`config.mk`:
```
export PLATFORM = sky130hd
export DESIGN_NAME = ialu_front
export DESIGN_NICKNAME = d
export VERILOG_FILES = /design/src/sv/assert_macros.svh /design/src/sv/ialu_pkg.sv /design/src/sv/ialu_front.sv
export SDC_FILE = /design/constraint.sdc
export NUM_CORES = 2
export LEC_CHECK = 0
export CAP_MARGIN = 10
export CORE_UTILIZATION = 43
export DETAILED_ROUTE_END_ITERATION = 12
export DONT_BUFFER_PORTS = 1
export PLACE_DENSITY = 0.69
export RECOVER_POWER = 100
export SYNTH_ARGS = -nofsm -noshare
export SYNTH_HDL_FRONTEND = slang
export SYNTH_SLANG_ARGS = --single-unit
```
`constraint.sdc`:
```
create_clock -name clock -period 10.55 [get_ports clock]
set_input_delay 0.5275 -clock clock [delete_from_list [all_inputs] [get_ports clock]]
set_output_delay 0.5275 -clock clock [all_outputs]
set_load 0.005 [all_outputs]
```
`src/sv/assert_macros.svh`:
```
// Assertion helpers used by vm_integer_alu32_core
`ifndef ASSERT_MACROS_SVH
`define ASSERT_MACROS_SVH
`ifndef SYNTHESIS
`define ASSERT_IMPLIES(label, clk, rst, pre, post) \
   label: assert property (@(posedge clk) disable iff (rst) (pre) |-> (post)) \
      else $error("assertion failed");
`define ASSERT_NEXT(label, clk, rst, pre, post) \
   label: assert property (@(posedge clk) disable iff (rst) (pre) |=> (post)) \
      else $error("assertion failed");
`else
`define ASSERT_IMPLIES(label, clk, rst, pre, post)
`define ASSERT_NEXT(label, clk, rst, pre, post)
`endif
`endif

```
`src/sv/ialu_pkg.sv`:
```
package ialu_pkg;
   localparam int unsigned Width = 32;

   typedef enum logic [3:0] {
      OP_ADD = 4'd0, OP_SUB = 4'd1, OP_MUL = 4'd2, OP_DIV = 4'd3,
      OP_MOD = 4'd4, OP_NEG = 4'd5, OP_AND = 4'd6, OP_OR = 4'd7,
      OP_XOR = 4'd8, OP_NOT = 4'd9, OP_SHL = 4'd10, OP_SAR = 4'd11,
      OP_SHR = 4'd12
   } op_type;

   // word travelling down the divider chain
   typedef struct packed {
      logic             valid;
      logic [3:0]       op;
      logic [Width-1:0] fast;     // result of the ops computed in the decode cell
      logic [Width-1:0] quo;      // dividend shifting out, quotient in
      logic [Width-1:0] rem;      // partial remainder
      logic [Width-1:0] dvs;      // divisor magnitude
      logic             neg_q;
      logic             neg_r;
      logic             dz;
   } word_type;
endpackage

```
`src/sv/ialu_front.sv`:
```
// Decode cell: non-divide ops, multiplier low product, divider setup
module ialu_front (
   input  logic                         clock,
   input  logic                         reset,
   input  logic                         start,
   input  logic [3:0]                   op,
   input  logic [ialu_pkg::Width-1:0]   a,
   input  logic [ialu_pkg::Width-1:0]   b,
   output ialu_pkg::word_type           word_out
);
   ialu_pkg::word_type word_ff, word_in;
   logic [ialu_pkg::Width-1:0] mag_a, mag_b, fast;
   logic                       big;
   logic [4:0]                 sh, sar_sh;

   always_comb begin
      mag_a  = a[ialu_pkg::Width-1] ? (~a + 1'b1) : a;
      mag_b  = b[ialu_pkg::Width-1] ? (~b + 1'b1) : b;
      big    = |b[ialu_pkg::Width-1:5];
      sh     = b[4:0];
      sar_sh = big ? 5'd31 : sh;
      case (op)
         ialu_pkg::OP_ADD: fast = a + b;
         ialu_pkg::OP_SUB: fast = a - b;
         ialu_pkg::OP_MUL: fast = a * b;
         ialu_pkg::OP_NEG: fast = ~a + 1'b1;
         ialu_pkg::OP_AND: fast = a & b;
         ialu_pkg::OP_OR:  fast = a | b;
         ialu_pkg::OP_XOR: fast = a ^ b;
         ialu_pkg::OP_NOT: fast = ~a;
         ialu_pkg::OP_SHL: fast = big ? '0 : (a << sh);
         ialu_pkg::OP_SAR: fast = $signed(a) >>> sar_sh;
         ialu_pkg::OP_SHR: fast = big ? '0 : (a >> sh);
         default:          fast = '0;
      endcase
      word_in.valid = start;
      word_in.op    = op;
      word_in.fast  = fast;
      word_in.quo   = mag_a;
      word_in.rem   = '0;
      word_in.dvs   = mag_b;
      word_in.neg_q = a[ialu_pkg::Width-1] ^ b[ialu_pkg::Width-1];
      word_in.neg_r = a[ialu_pkg::Width-1];
      word_in.dz    = (b == '0) && (op == ialu_pkg::OP_DIV || op == ialu_pkg::OP_MOD);
   end

   always_ff @(posedge clock) begin
      if (reset) begin
         word_ff.valid <= 1'b0;
      end else begin
         word_ff.valid <= word_in.valid;
      end
      word_ff.op    <= word_in.op;
      word_ff.fast  <= word_in.fast;
      word_ff.quo   <= word_in.quo;
      word_ff.rem   <= word_in.rem;
      word_ff.dvs   <= word_in.dvs;
      word_ff.neg_q <= word_in.neg_q;
      word_ff.neg_r <= word_in.neg_r;
      word_ff.dz    <= word_in.dz;
   end

   assign word_out = word_ff;
endmodule

```
### Word-level counts from Yosys, hierarchy flattened

Index checks and enable logic that the tools add are counted.

* register bits after elaboration: 104
* bits of input ports: 71
* output and inout bits: 136
* logic and storage cells: 47

* add/sub/neg operators: 4
* multipliers: 1
* equal/unequal tests: 12
* shift operators: 3
* multiplexer cells: 6
* bitwise operators: 6
* reductions and logical operators: 5

Operator list (count)
* 32-bit one-hot mux with 11 select lines: 1
* 32-bit by 1-bit adder with 32-bit output (second input constant): 2
* 32-bit two-way mux: 2
* 32-bit NOT: 2
* 31-bit two-way mux: 2
* 32-bit adder: 1
* 32-bit AND: 1
* 32-bit logical NOT: 1
* 32-bit by 32-bit multiplier with 32-bit output: 1
* 32-bit OR: 1
* 32-bit by 5-bit << shifter with 32-bit output: 1
* 32-bit by 5-bit >> shifter with 32-bit output: 1
* 32-bit by 5-bit >>> shifter with 32-bit output: 1
* 32-bit subtractor: 1
* 32-bit XOR: 1
* 27-bit OR reduction: 1
* 4-bit equality test (second input constant): 5
* 4-bit by 3-bit equality test with 1-bit output (second input constant): 4
* 4-bit by 2-bit equality test with 1-bit output (second input constant): 2
* 5-bit two-way mux: 1
* 4-bit by 1-bit equality test with 1-bit output (second input constant): 1
* 4-bit logical NOT: 1
* 1-bit logical AND: 1
* 1-bit logical OR: 1
* 1-bit XOR: 1

### Longest topological paths before layout

* word-level depth: 4
* mapped depth: 31
* depth with buffers taken out: 27

### Worst setup path before layout

OpenSTA, ideal clock, no wires.

* path type: input port to flip-flop
* start: input port b[2] in the netlist's numbering
* end: register word_ff, in the netlist word_out[129]
* library setup time: 0.134 ns
* data arrival time: 8.340 ns
* required time: 10.416 ns
* setup slack: 2.075 ns
* stages: 28
* buffers on the path: 4
* path through: inv_1 -> buf_1 -> buf_1 -> clkbuf_1 -> clkbuf_1 -> nor2_1 -> fa_1 -> inv_1 -> fa_1 -> fa_1 -> fa_1 -> inv_1 -> fa_1 -> inv_1 -> fa_1 -> inv_1 -> fa_1 -> fa_1 -> ha_1 -> a21o_1 -> a21o_1 -> a21o_1 -> nand2b_1 -> a21boi_0 -> a311o_1 -> a31oi_1 -> o41ai_1 -> or4_1

* longest elaborated chain between the ends: 3
* elaborated cells on any way between the ends: 10
* classes of those cells: add/sub: 2; mul: 1; shift: 3; mux: 4

Ends and longest elaborated chain
* start, declared: RTL line ialu_front.sv:8 `input logic [ialu_pkg::Width-1:0] b,`
* parallel branches: the longest is 2 deep, another holds 32-bit by 32-bit multiplier with 32-bit output
* 32-bit one-hot mux with 11 select lines *: RTL line ialu_front.sv:22 `case (op)`
* net fast, one bit: RTL line ialu_front.sv:12 `logic [ialu_pkg::Width-1:0] mag_a, mag_b, fast;`
* end, declared: RTL line ialu_front.sv:11 `ialu_pkg::word_type word_ff, word_in;`

Mark *: on every way through the listed nets, which the timed path passes.
A chain may end at the register's enable or synchronous reset.

### Final worst setup path

* start: input port b[6] in the netlist's numbering
* end: register word_ff, in the netlist word_out[129]

* longest elaborated chain between the ends: 4
* elaborated cells on any way between the ends: 9
* classes of those cells: add/sub: 2; mul: 1; shift: 1; mux: 4; reduce/logical: 1

Ends and longest elaborated chain (RTL line)
* parallel branches: the longest is 3 deep, another holds 32-bit by 32-bit multiplier with 32-bit output
* 32-bit one-hot mux with 11 select lines *: ialu_front.sv:22
* net fast, one bit: ialu_front.sv:12

Marks and branches as above.

==> flow_metrics.env <==
export IMPL_syn_area_um2=28200
export IMPL_finalNetCount=4053
export IMPL_grt_pass1_wl_um=186000
export IMPL_clockBufferDepth=2
export IMPL_worst_setup_path_start_kind="input port"
export IMPL_grt_pass1_vias=26446
export IMPL_slew_violations=13
export IMPL_cp_cell_sequence="clkinv_1 -> nor2_1 -> fa_1 -> fa_1 -> fa_1 -> inv_1 -> fa_1 -> inv_1 -> fa_1 -> inv_1 -> fa_1 -> inv_1 -> fa_1 -> fa_1 -> ha_1 -> a21o_1 -> a21o_1 -> a21o_1 -> nand2b_1 -> a21boi_0 -> a311o_1 -> a31oi_1 -> o41ai_1 -> or4_1"
export IMPL_cts_tree="done"
export IMPL_crit_slowest_cell="clkinv_1"
export IMPL_status="complete, but fails checks"
export IMPL_synth_warnings=0
export IMPL_drt_iter0_markers=4007
export IMPL_async_flop_share_pct=0
export IMPL_worstPathRequired_ns=10.85
export IMPL_numCtsBuffers=9
export IMPL_cts_setup_buffers=0
export IMPL_slowest_delay_ns=0.80
export IMPL_die_area_um2=66500
export IMPL_hold_viol=0
export IMPL_fillers=6516
export IMPL_min_path_type="in -> reg"
export IMPL_finalSetupTns_ns=0
export IMPL_crit_cells=24
export IMPL_antenna_found_initial=5
export IMPL_rsz0062_at_grt="no"
export IMPL_critPathLaunch="b[6]"
export IMPL_cap_violations=2
export IMPL_pin_count=207
export IMPL_finalCriticalPeriod_ns=8.30
export IMPL_post_dp_hpwl_um=96800
export IMPL_globalRouteOverflowTotal=0
export IMPL_drc_errors=0
export IMPL_cts_sinks=104
export IMPL_synth_edff_count=0
export IMPL_clock_root_buffer="clkbuf_16"
export IMPL_cts_htree_levels=3
export IMPL_core_area_um2=64600
export IMPL_grt_max_degree=112
export IMPL_die_w_um=258
export IMPL_crit_fanout=24
export IMPL_initial_core_util_pct=43.6
export IMPL_violations="max-capacitance violations, max-slew violations"
export IMPL_timing_final_crit_share_pct=78.7
export IMPL_critical_path_arrival_ns=8.61
export IMPL_slew_headroom_pct=-54.7
export IMPL_fmax_mhz=120
export IMPL_routed_wl_um=129000
export IMPL_path_delay_family="adder cells"
export IMPL_dr_pass1_iters=7
export IMPL_ant_nets=0
export IMPL_yosys_cell_types_count=81
export IMPL_fin_ws_ns=2.25
export IMPL_die_h_um=258
export IMPL_end_kind="flop"
export IMPL_synth_ff_type="dfxtp_1"
export IMPL_via_count=27054
export IMPL_final_setup_viol_count=0
export IMPL_path_clk_slew_ns=0.09
export IMPL_syn_inst=3539
export IMPL_ctsHoldBuffers=0
export IMPL_critPathKind="in -> reg"
export IMPL_syn2layout_area_growth_pct=2.09
export IMPL_postSynthAreaPerCell_um2=7.96
export IMPL_viasPerCell=6.42
export IMPL_io_buffer_count=0
export IMPL_crit_buf_inv=5
export IMPL_whs_path_depth=0
export IMPL_largest_reg_flops=104
export IMPL_pre_cts_slack_ns=1.98
export IMPL_grt_use_total_pct=38.6
export IMPL_gp_congestion=1.06
export IMPL_worst_pin_slew_ns=2.26
export IMPL_drive_gt1_share_pct=3.66
export IMPL_cts_resized_gates=0
export IMPL_row_count=93
export IMPL_ys_ff_latch=104
export IMPL_ys_seq_area_share_pct=7.39
export IMPL_cp_common_cell="fa_1"
export IMPL_wl_per_cell_um=30.6
export IMPL_crit_path_end="word_out[129]"
how the worst min path moves through the flow:
stage,start,endpoint
2_1_floorplan,op[0],word_out[131]
3_3_place_gp,op[2],word_out[133]
3_5_place_dp,op[2],word_out[133]
4_1_cts,op[2],word_out[133]
5_1_grt,op[2],word_out[133]
6_report,op[2],word_out[133]
synthesized netlist by cell type, drive strengths merged (28+ instances only):
cell    number  area [um2]
a21o        35         263
a21oi      152         761
buf        117         612
clkbuf     162         608
dfxtp      104        2080
fa         409        8190
ha         221        2770
inv        432        1620
mux2i       91         911
nand2      411        1550
nand3       35         175
nor2       513        1930
nor3        41         216
o21ai      148         741
o22ai       28         175
xnor2      185        1630
xor2        32         280
logic make-up (layout without fill, tap and decap cells):
kind of cell               after synthesis  count (layout)  share of synthesized area, %
and+or+nand+nor                       1135            1135                          17.3
buffers and inverters                  730             517                          10.3
adders and majority gates              630             630                          38.9
AOI/OAI and AO/OA                      602             602                          13.9
xor gates and xnor gates               217             217                          6.78
muxes                                  120             120                          5.40
DFF                                    104             104                          7.39
other                                    1              34                        0.0133
cells in the final DEF, fill, tap and decap left out, types with 32 or more instances in the layout:
| cell type | instances |
|---|---|
| a21o_1 | 35 |
| buf_4 | 45 |
| nor3_1 | 38 |
| conb_1 | 32 |
| mux2i_1 | 91 |
| nor2_1 | 511 |
| a21oi_1 | 152 |
| xnor2_1 | 184 |
| nand2_1 | 410 |
| dfxtp_1 | 104 |
| o21ai_0 | 145 |
| ha_1 | 221 |
| fa_1 | 409 |
| inv_1 | 424 |
| xor2_1 | 32 |
| nand3_1 | 35 |
stage by stage:
| step | area (um2) | utilization, % | instances | hold WS, ns |
|---|---|---|---|---|
| 5_1_grt | 28700 | 44.5 | 4212 | 0.116 |
| 3_3_place_gp | 28500 | 44.2 | 4196 | 0.556 |
| 3_5_place_dp | 28500 | 44.2 | 4196 | 0.556 |
| 4_1_cts | 28800 | 44.6 | 4212 | 0.120 |
| 2_1_floorplan | 28300 | - | 3570 | 0.555 |
| 6_report | 28700 | 44.5 | 4214 | 0.123 |
cell type report:
class | instances | area [um2] | share of cell area (%)
Antenna cell | 2 | 5.00 | 0.0174
Clock buffer | 10 | 239 | 0.831
Clock inverter | 6 | 61.3 | 0.213
Inverter | 451 | 1690 | 5.89
Multi-Input combinational cell | 2736 | 23200 | 80.8
Sequential cell | 104 | 2080 | 7.24
Tap cell | 855 | 1070 | 3.72
Timing Repair Buffer | 50 | 357 | 1.24
layer usage:
| layer | vias to the layer above | routed length, um | track usage, % |
|---|---|---|---|
| met5 | - | 9 | 0 |
| met4 | 2 | 9300 | 22.5 |
| met3 | 536 | 20700 | 15.8 |
| met2 | 2373 | 51600 | 53.9 |
| met1 | 13038 | 47300 | 49.9 |
| li1 | 11105 | - | - |
Power is not shown: default switching activity piles up to over one toggle a cycle in this logic, so the estimate is an artifact.
