`config.mk`:
```
export PLATFORM = sky130hd
export DESIGN_NAME = ialu_div_cell
export DESIGN_NICKNAME = d
export VERILOG_FILES = /design/src/sv/assert_macros.svh /design/src/sv/ialu_pkg.sv /design/src/sv/ialu_div_cell.sv
export SDC_FILE = /design/constraint.sdc
export NUM_CORES = 1
export LEC_CHECK = 0
export BUFFER_PORTS_ARGS = -buffer_cell sky130_fd_sc_hd__clkbuf_2
export CORE_MARGIN = 5
export CORE_UTILIZATION = 40
export DETAILED_ROUTE_END_ITERATION = 8
export PLACE_DENSITY_LB_ADDON = 0.05
export SLEW_MARGIN = 20
export SYNTH_ARGS = -nofsm -noshare
export SYNTH_HDL_FRONTEND = slang
export SYNTH_SLANG_ARGS = --single-unit
```
`constraint.sdc`:
```
create_clock -name clock -period 4.4 [get_ports clock]
set_input_delay 0.44 -clock clock [delete_from_list [all_inputs] [get_ports clock]]
set_output_delay 0.44 -clock clock [all_outputs]
set_load 0.01 [all_outputs]
```
`src/sv/assert_macros.svh`:
```
// Assertion helpers used by vm_integer_alu32_core
`ifndef ASSERT_MACROS_SVH
`define ASSERT_MACROS_SVH
`ifndef SYNTHESIS
`define ASSERT_IMPLIES(label, clk, rst, pre, post) \
   label: assert property (@(posedge clk) disable iff (rst) (pre) |-> (post)) \
      else $error("assertion failed");
`define ASSERT_NEXT(label, clk, rst, pre, post) \
   label: assert property (@(posedge clk) disable iff (rst) (pre) |=> (post)) \
      else $error("assertion failed");
`else
`define ASSERT_IMPLIES(label, clk, rst, pre, post)
`define ASSERT_NEXT(label, clk, rst, pre, post)
`endif
`endif

```
`src/sv/ialu_pkg.sv`:
```
package ialu_pkg;
   localparam int unsigned Width = 32;

   typedef enum logic [3:0] {
      OP_ADD = 4'd0, OP_SUB = 4'd1, OP_MUL = 4'd2, OP_DIV = 4'd3,
      OP_MOD = 4'd4, OP_NEG = 4'd5, OP_AND = 4'd6, OP_OR = 4'd7,
      OP_XOR = 4'd8, OP_NOT = 4'd9, OP_SHL = 4'd10, OP_SAR = 4'd11,
      OP_SHR = 4'd12
   } op_type;

   // word travelling down the divider chain
   typedef struct packed {
      logic             valid;
      logic [3:0]       op;
      logic [Width-1:0] fast;     // result of the ops computed in the decode cell
      logic [Width-1:0] quo;      // dividend shifting out, quotient in
      logic [Width-1:0] rem;      // partial remainder
      logic [Width-1:0] dvs;      // divisor magnitude
      logic             neg_q;
      logic             neg_r;
      logic             dz;
   } word_type;
endpackage

```
`src/sv/ialu_div_cell.sv`:
```
// Restoring divide cell: one quotient bit per cycle
module ialu_div_cell (
   input  logic               clock,
   input  logic               reset,
   input  ialu_pkg::word_type word_in_w,
   output ialu_pkg::word_type word_out
);
   ialu_pkg::word_type word_ff, word_in;
   logic [ialu_pkg::Width:0]   trial;
   logic [ialu_pkg::Width:0]   diff;

   always_comb begin
      word_in = word_in_w;
      trial   = {word_in_w.rem, word_in_w.quo[ialu_pkg::Width-1]};
      diff    = trial - {1'b0, word_in_w.dvs};
      if (!diff[ialu_pkg::Width]) begin
         word_in.rem = diff[ialu_pkg::Width-1:0];
         word_in.quo = {word_in_w.quo[ialu_pkg::Width-2:0], 1'b1};
      end else begin
         word_in.rem = trial[ialu_pkg::Width-1:0];
         word_in.quo = {word_in_w.quo[ialu_pkg::Width-2:0], 1'b0};
      end
   end

   always_ff @(posedge clock) begin
      if (reset) begin
         word_ff.valid <= 1'b0;
      end else begin
         word_ff.valid <= word_in.valid;
      end
      word_ff.op    <= word_in.op;
      word_ff.fast  <= word_in.fast;
      word_ff.quo   <= word_in.quo;
      word_ff.rem   <= word_in.rem;
      word_ff.dvs   <= word_in.dvs;
      word_ff.neg_q <= word_in.neg_q;
      word_ff.neg_r <= word_in.neg_r;
      word_ff.dz    <= word_in.dz;
   end

   assign word_out = word_ff;
endmodule

```
# Word-level counts from Yosys, hierarchy flattened
# Cells that the tools add are included.
dict set report classes {
  addsub 1
  n_mux 1
}
# operator n
set ops {}
lappend ops {{33-bit 2-to-1 mux} 1}
lappend ops {{33-bit by 32-bit subtractor with 33-bit output} 1}
dict set report totals {
  regBits 136
  inputBits 138
  word_cells 11
}

# Logic depth before layout (Yosys ltp)
# Gate-level depths: netlist (run 1).
dict set report depth {
  depth_word 2
  mapped_depth 13
  mapped_depth_nobuf 12
}

# Least setup slack after synthesis (run 1)
# No wires, ideal clock.
dict set report synth_path {
  path_kind {in2reg}
  from {input port word_in_w[28] (netlist bit)}
  to {register word_ff (netlist bit word_out[38])}
  setup_time_ns 0.121
  arrival_time_ns 2.891
  required_ns 4.279
  setup_slack_ns 1.388
  path_stages 13
  path_buffers 2
  cell_sequence {inv_1 ha_1 buf_6 a21o_1 a21o_1 a21o_1 a211oi_2 o21ai_1 or4_4 nand4_4 inv_4 buf_12 mux2_4}
}
# item line
set synth_lines {}
lappend synth_lines {{from (decl)} ialu_div_cell.sv:5} ;# input ialu_pkg::word_type word_in_w,
lappend synth_lines {{to (decl)} ialu_div_cell.sv:8} ;# ialu_pkg::word_type word_ff, word_in;

==> results of run 1 <==
==> path summary, 6_finish.rpt <==
check / start / to / slack, ns
worst max-delay path: word_in_w[98] / word_out[37]$_DFF_P_ / 1.41
worst min-delay path: word_in_w[103] / word_out[103]$_DFF_P_ / 0.13
==> power groups by stage <==
| stage | Clock, mW | Combinational [mW] | Sequential (mW) |
|---|---|---|---|
| after floorplan | 0 | 0.357 | 1.45 |
| after global placement | 0 | 0.640 | 1.39 |
| after detailed placement | 0 | 0.644 | 1.39 |
| after CTS | 1.42 | 0.648 | 1.37 |
| after global routing | 1.47 | 0.701 | 1.38 |
| final | 1.38 | 0.636 | 1.37 |
==> layout by cell type, fill, tap and decap left out, types with 5 or more instances in the layout <==
cell | netlist | routed
a21o_1 | 19 | 19
ha_1 | 32 | 32
dfxtp_1 | 136 | 136
o21ai_0 | 17 | 17
o21a_1 | 6 | 6
nand2_1 | 27 | 27
nand4_1 | 5 | 5
o21ai_1 | 6 | 6
clkbuf_16 | 0 | 17
clkbuf_2 | 0 | 273
xnor2_1 | 14 | 14
a21oi_1 | 31 | 31
mux2_4 | 28 | 28
nor2_1 | 23 | 23
a211oi_1 | 5 | 5
a31oi_1 | 5 | 5
xor2_1 | 12 | 12
inv_1 | 41 | 41
==> kinds of logic (layout without fill, tap and decap cells) <==
family	count (synthesis)	after routing	share of synthesized area, %
flip-flops	136	136	52.4
AO/OA/AOI/OAI	110	110	13.5
AND/OR/NAND/NOR	79	79	7.51
buffers and inverters	54	346	5.03
adder cells (fa/ha/maj)	33	33	8.09
multiplexers	33	33	9.08
XOR/XNOR	26	26	4.38
==> cell type report <==
| cell class | instances | area, µm² | area share (%) |
|---|---|---|---|
| timing repair buffer | 273 | 1370 | 18.8 |
| inverter | 42 | 160 | 2.21 |
| sequential | 136 | 2720 | 37.5 |
| clock buffer | 18 | 429 | 5.91 |
| tap | 172 | 215 | 2.97 |
| multi-input combinational | 281 | 2210 | 30.5 |
| clock inverter | 13 | 150 | 2.07 |
==> routing by layer <==
metal	up-vias	wire [µm]	part of all wire (%)
li1	2192	-	-
met1	1913	5730	39
met2	170	7360	50
met3	22	1370	9.3
met4	0	315	2.1
met5	-	0	0
==> run metrics, run 1 <==
status finished, final reports clean; CTS Buffer Depth 2; Die W 124 µm; largest net degree at the start of global routing 32; Switching Fraction 26.6%; cell count along the critical path 13; fin crit share 68.0%; most common cell in the netlist dfxtp_1; CTS tree done; Startpoint Class input pin; worst-path cell with the longest stage delay inv_4; synth warn 0; Syn-to-layout area delta 39.6%; routing usage on met3 6.72%; global route overflow 0; Final Non-Filler Cells 935; Crit path max-delay family compound AO/OA/AOI/OAI gates; Yosys top cell by area dfxtp_1; Final Critical Period 2.99 ns; Root Driver clkbuf_16; Die H 124 µm; RSZ-0062 raised after global routing no; Post-DP Area 6680 µm²; max reg flops 136; critical path arrival 3.29 ns; IO Count 274; initial antenna violation count 0; share of post-route cells with drive strength above 1 44.2%; row count 41; Max stage delay on crit path 0.46 ns; Layout Nets 922; sequential share of power 40.4%; Most used DFF post-synth dfxtp_1; fill count 1168; Post-Syn Area 5200 µm²; Slew @ Worst Pin 0.833 ns; CTS sink count 136; met1 Usage GRT 20.7%; Worst Hold Class input pin to flip-flop; number of inserted diodes 0; Internal 2.48 mW; final setup fails 0; NetSw 901 µW; CP Data Required Time 4.70 ns; DP HPWL 12300 µm; final instance area 7260 µm²; crit path max fanout 31; post-synthesis cell count 471; Syn Area/Cell 11.0 µm²; CP dominant cell by count a21oi_1; met2 usage 33.0%; clock slew at reported path FFs 0.06 ns; fin. max-slew vios 0; Post-synth EDFFs 0; hold bufs inserted after CTS 0; remaining routing DRC violations 0; flops & latches, synth 136; CTS resizes 0; Netlist cell types 48; Clock power frac 40.8%; CP endpoint kind flip-flop; routed via count 4297; first-pass GRT wire length 22000 µm; final antenna-violating net count 0; fraction of registers with async set/reset 0%; DRT Pass-1 Iters 4; Power Density 466 nW/µm²; Hold Crit Depth 1; htree depth 4; Synth top cells by count 136 x dfxtp_1, 41 x inv_1, 32 x ha_1, 31 x a21oi_1, 28 x mux2_4; Place WS 0.955 ns; Buf+Inv Stages, Crit Path 3; hold violation count in the final report 0; Comb pwr share 18.8%; Avg Vias per Cell 4.60; Routed wire per std cell 15.8 µm; I/O Buffers 273; Util after Layout 57.3%; Most Crowded Layer GR met2; Num CTS Buffers 17; crit path kind input pin to flip-flop; core region area 12700 µm²; GPL Wtd Cong 0.834; die area 15400 µm²; placed cell count 904; WL final 14800 µm; Syn Nets 642; CP cell instances clkbuf_2 -> inv_1 -> ha_1 -> fa_1 -> nand2b_1 -> a21oi_1 -> o21ai_1 -> a21oi_1 -> o21ba_2 -> or4_4 -> nand4_4 -> inv_4 -> mux2_1; Yosys top cell area share 52.4%; Synth area leaders dfxtp_1 52%, mux2_4 8.1%, ha_1 7.7%, a21oi_1 3.0%, inv_1 3.0%; total power 3.38 mW; Post-CTS Setup Bufs 0; Min Hold Slack 0.126 ns; GRT Total Usage 18.9%; Max Cap Viol 0; post-layout worst setup margin 1.41 ns; DR iter-0 viols 123; Leakage 3.82 nW; Peak supply drop 0.205 mV; Initial Utilization 41.0%; max_slew headroom 43.7%; register area share after synthesis 52.4%; vias in the first global route 4328; f_max 334 MHz; total negative slack 0 ns
Power figures use the tool's default switching activity.
==> run 2, diff against run 1 <==
==> constraint.sdc (replaced) <==
create_clock -name clock -period 2.65 [get_ports clock]
set_input_delay 0.265 -clock clock [delete_from_list [all_inputs] [get_ports clock]]
set_output_delay 0.265 -clock clock [all_outputs]
set_load 0.01 [all_outputs]
==> run metrics, run 2 (same netlist as run 1, synthesis figures left out) <==
status finished, final reports clean; vias in the first global route 5258 (+21%); most frequent cells in the layout 273 x clkbuf_2, 136 x dfxtp_1, 103 x dlygate4sd3_1, 60 x buf_4, 40 x inv_1; Slew @ Worst Pin 0.561 ns (-0.273 ns); CTS tree done; htree depth 4 (unchanged); Initial Utilization 41.0% (unchanged); CP Data Required Time 2.95 ns (-1.75 ns); CP endpoint kind flip-flop; Max Cap Viol 0 (unchanged); DP HPWL 12600 µm (+3.0%); multi-input logic area 2240 µm² (+1.5%); die area 15400 µm² (unchanged); Worst Hold Class input pin to flip-flop; GRT Total Usage 22.8% (+3.8 points); leading cell type in the layout, fill and taps excluded clkbuf_2; RSZ-0062 raised after global routing no; Root Driver clkbuf_16; final setup fails 0 (unchanged); max_slew headroom 62.1% (+18 points); global route overflow 0 (unchanged); Place WS -0.273 ns (-1.23 ns); initial antenna violation count 2 (+2); Power Density 690 nW/µm² (+48%); IO Count 274 (unchanged); Final Critical Period 2.56 ns; Min Hold Slack 0.0690 ns (-0.0570 ns); fill count 976 (-16%); row count 41 (unchanged); core region area 12700 µm² (unchanged); Post-CTS Setup Bufs 0 (unchanged); WL final 17900 µm (+21%); Post-DP Area 7190 µm² (+7.7%); total negative slack 0 ns (unchanged); I/O Buffers 273 (unchanged); first-pass GRT wire length 26600 µm (+21%); DRT Pass-1 Iters 4 (unchanged); critical path arrival 2.86 ns (-0.43 ns); hold violation count in the final report 0 (unchanged); Die H 124 µm (unchanged); final instance area 8860 µm² (+22%); Peak supply drop 0.468 mV (+130%); routed via count 5050 (+18%); Util after Layout 70.0% (+13 points); fin. max-slew vios 0 (unchanged); remaining routing DRC violations 0 (unchanged); Layout Nets 1087 (+18%); DR iter-0 viols 171 (+39%); FF/Latch Area 2720 µm² (unchanged); Die W 124 µm (unchanged); final antenna-violating net count 0 (unchanged); share of post-route cells with drive strength above 1 43.8% (-0.42 points); Avg Vias per Cell 4.58 (-0.29%); Num CTS Buffers 17 (unchanged); Routed wire per std cell 16.2 µm (+2.6%); clock slew at reported path FFs 0.06 ns (about the same); CTS Buffer Depth 2 (unchanged); GPL Wtd Cong 0.897 (+7.6%); Syn-to-layout area delta 70.6%; Leakage 4.59 nW (+20%); crit path kind input pin to flip-flop; Startpoint Class input pin; largest net degree at the start of global routing 17 (-47%); fin crit share 96.7%; CTS sink count 136 (unchanged); max reg flops 136 (unchanged); post-layout worst setup margin 0.0875 ns (-1.32 ns); crit path max fanout 16 (-48%); f_max 390 MHz
## run 2: cell count changes in the layout (fill, tap and decap cells not counted), sizes merged
cell / previous run / this run
bufinv: 2 / 4
buf: 0 / 62
clkinvlp: 4 / 1
dlygate4sd3: 0 / 103
diode: 0 / 2
inv: 44 / 45
## run 2: area by class of cell
cell class	instances	share of cell area, %
antenna	2	0.0565
clock buffer	18	4.84
clock inverter	13	2.22
inverter	42	1.84
multi-input combinational	281	25.3
sequential	136	30.7
tap	172	2.43
timing repair buffer	438	32.6
## run 2: final timing paths
check      startpoint                       end  slack, ns  cells after the start
max     word_in_w[32]      word_out[37]$_DFF_P_       0.09                     11
min    word_in_w[135]  word_out[135]$_SDFF_PP0_       0.07                      2
## run 2: report_power, final
group          switching (mW)  total [mW]  internal (mW)
registers              0.0510        2.27           2.22
logic                   0.624        1.34          0.715
clock network           0.917        2.50           1.59
total                    1.59        6.11           4.52
## run 2: through the flow
| step | std cells | total power, mW |
|---|---|---|
| after CTS | 1100 | 6.15 |
| after floorplan | 471 | 3.00 |
| after global routing | 1102 | 6.40 |
| after global placement | 966 | 3.51 |
| after detailed placement | 966 | 3.52 |
| final | 1102 | 6.11 |
## run 2: metal layers
layer	up-vias	track usage, %	wire (µm)	part of all wire [%]
met5	-	0	0	0
met4	0	11.4	736	4.1
li1	2523	-	-	-
met2	208	40.9	8960	50
met1	2275	24.3	6800	38
met3	44	6.45	1370	7.7
## run 2: worst max-delay path: stages
cell           delay, ns
dlygate4sd3_1       0.52
clkbuf_2            0.10
inv_1               0.04
ha_1                0.37
o211ai_1            0.24
o21ai_2             0.12
or4_4               0.55
nand4_4             0.12
inv_4               0.06
buf_12              0.16
mux2_1              0.31
## run 2: repair_timing
item | 4_1_cts | 5_1_grt
hold buffers | 103 | 0
gates resized for setup | 0 | 3
endpoints found under the hold margin | 103 | 0
setup endpoints to repair | 0 | 29
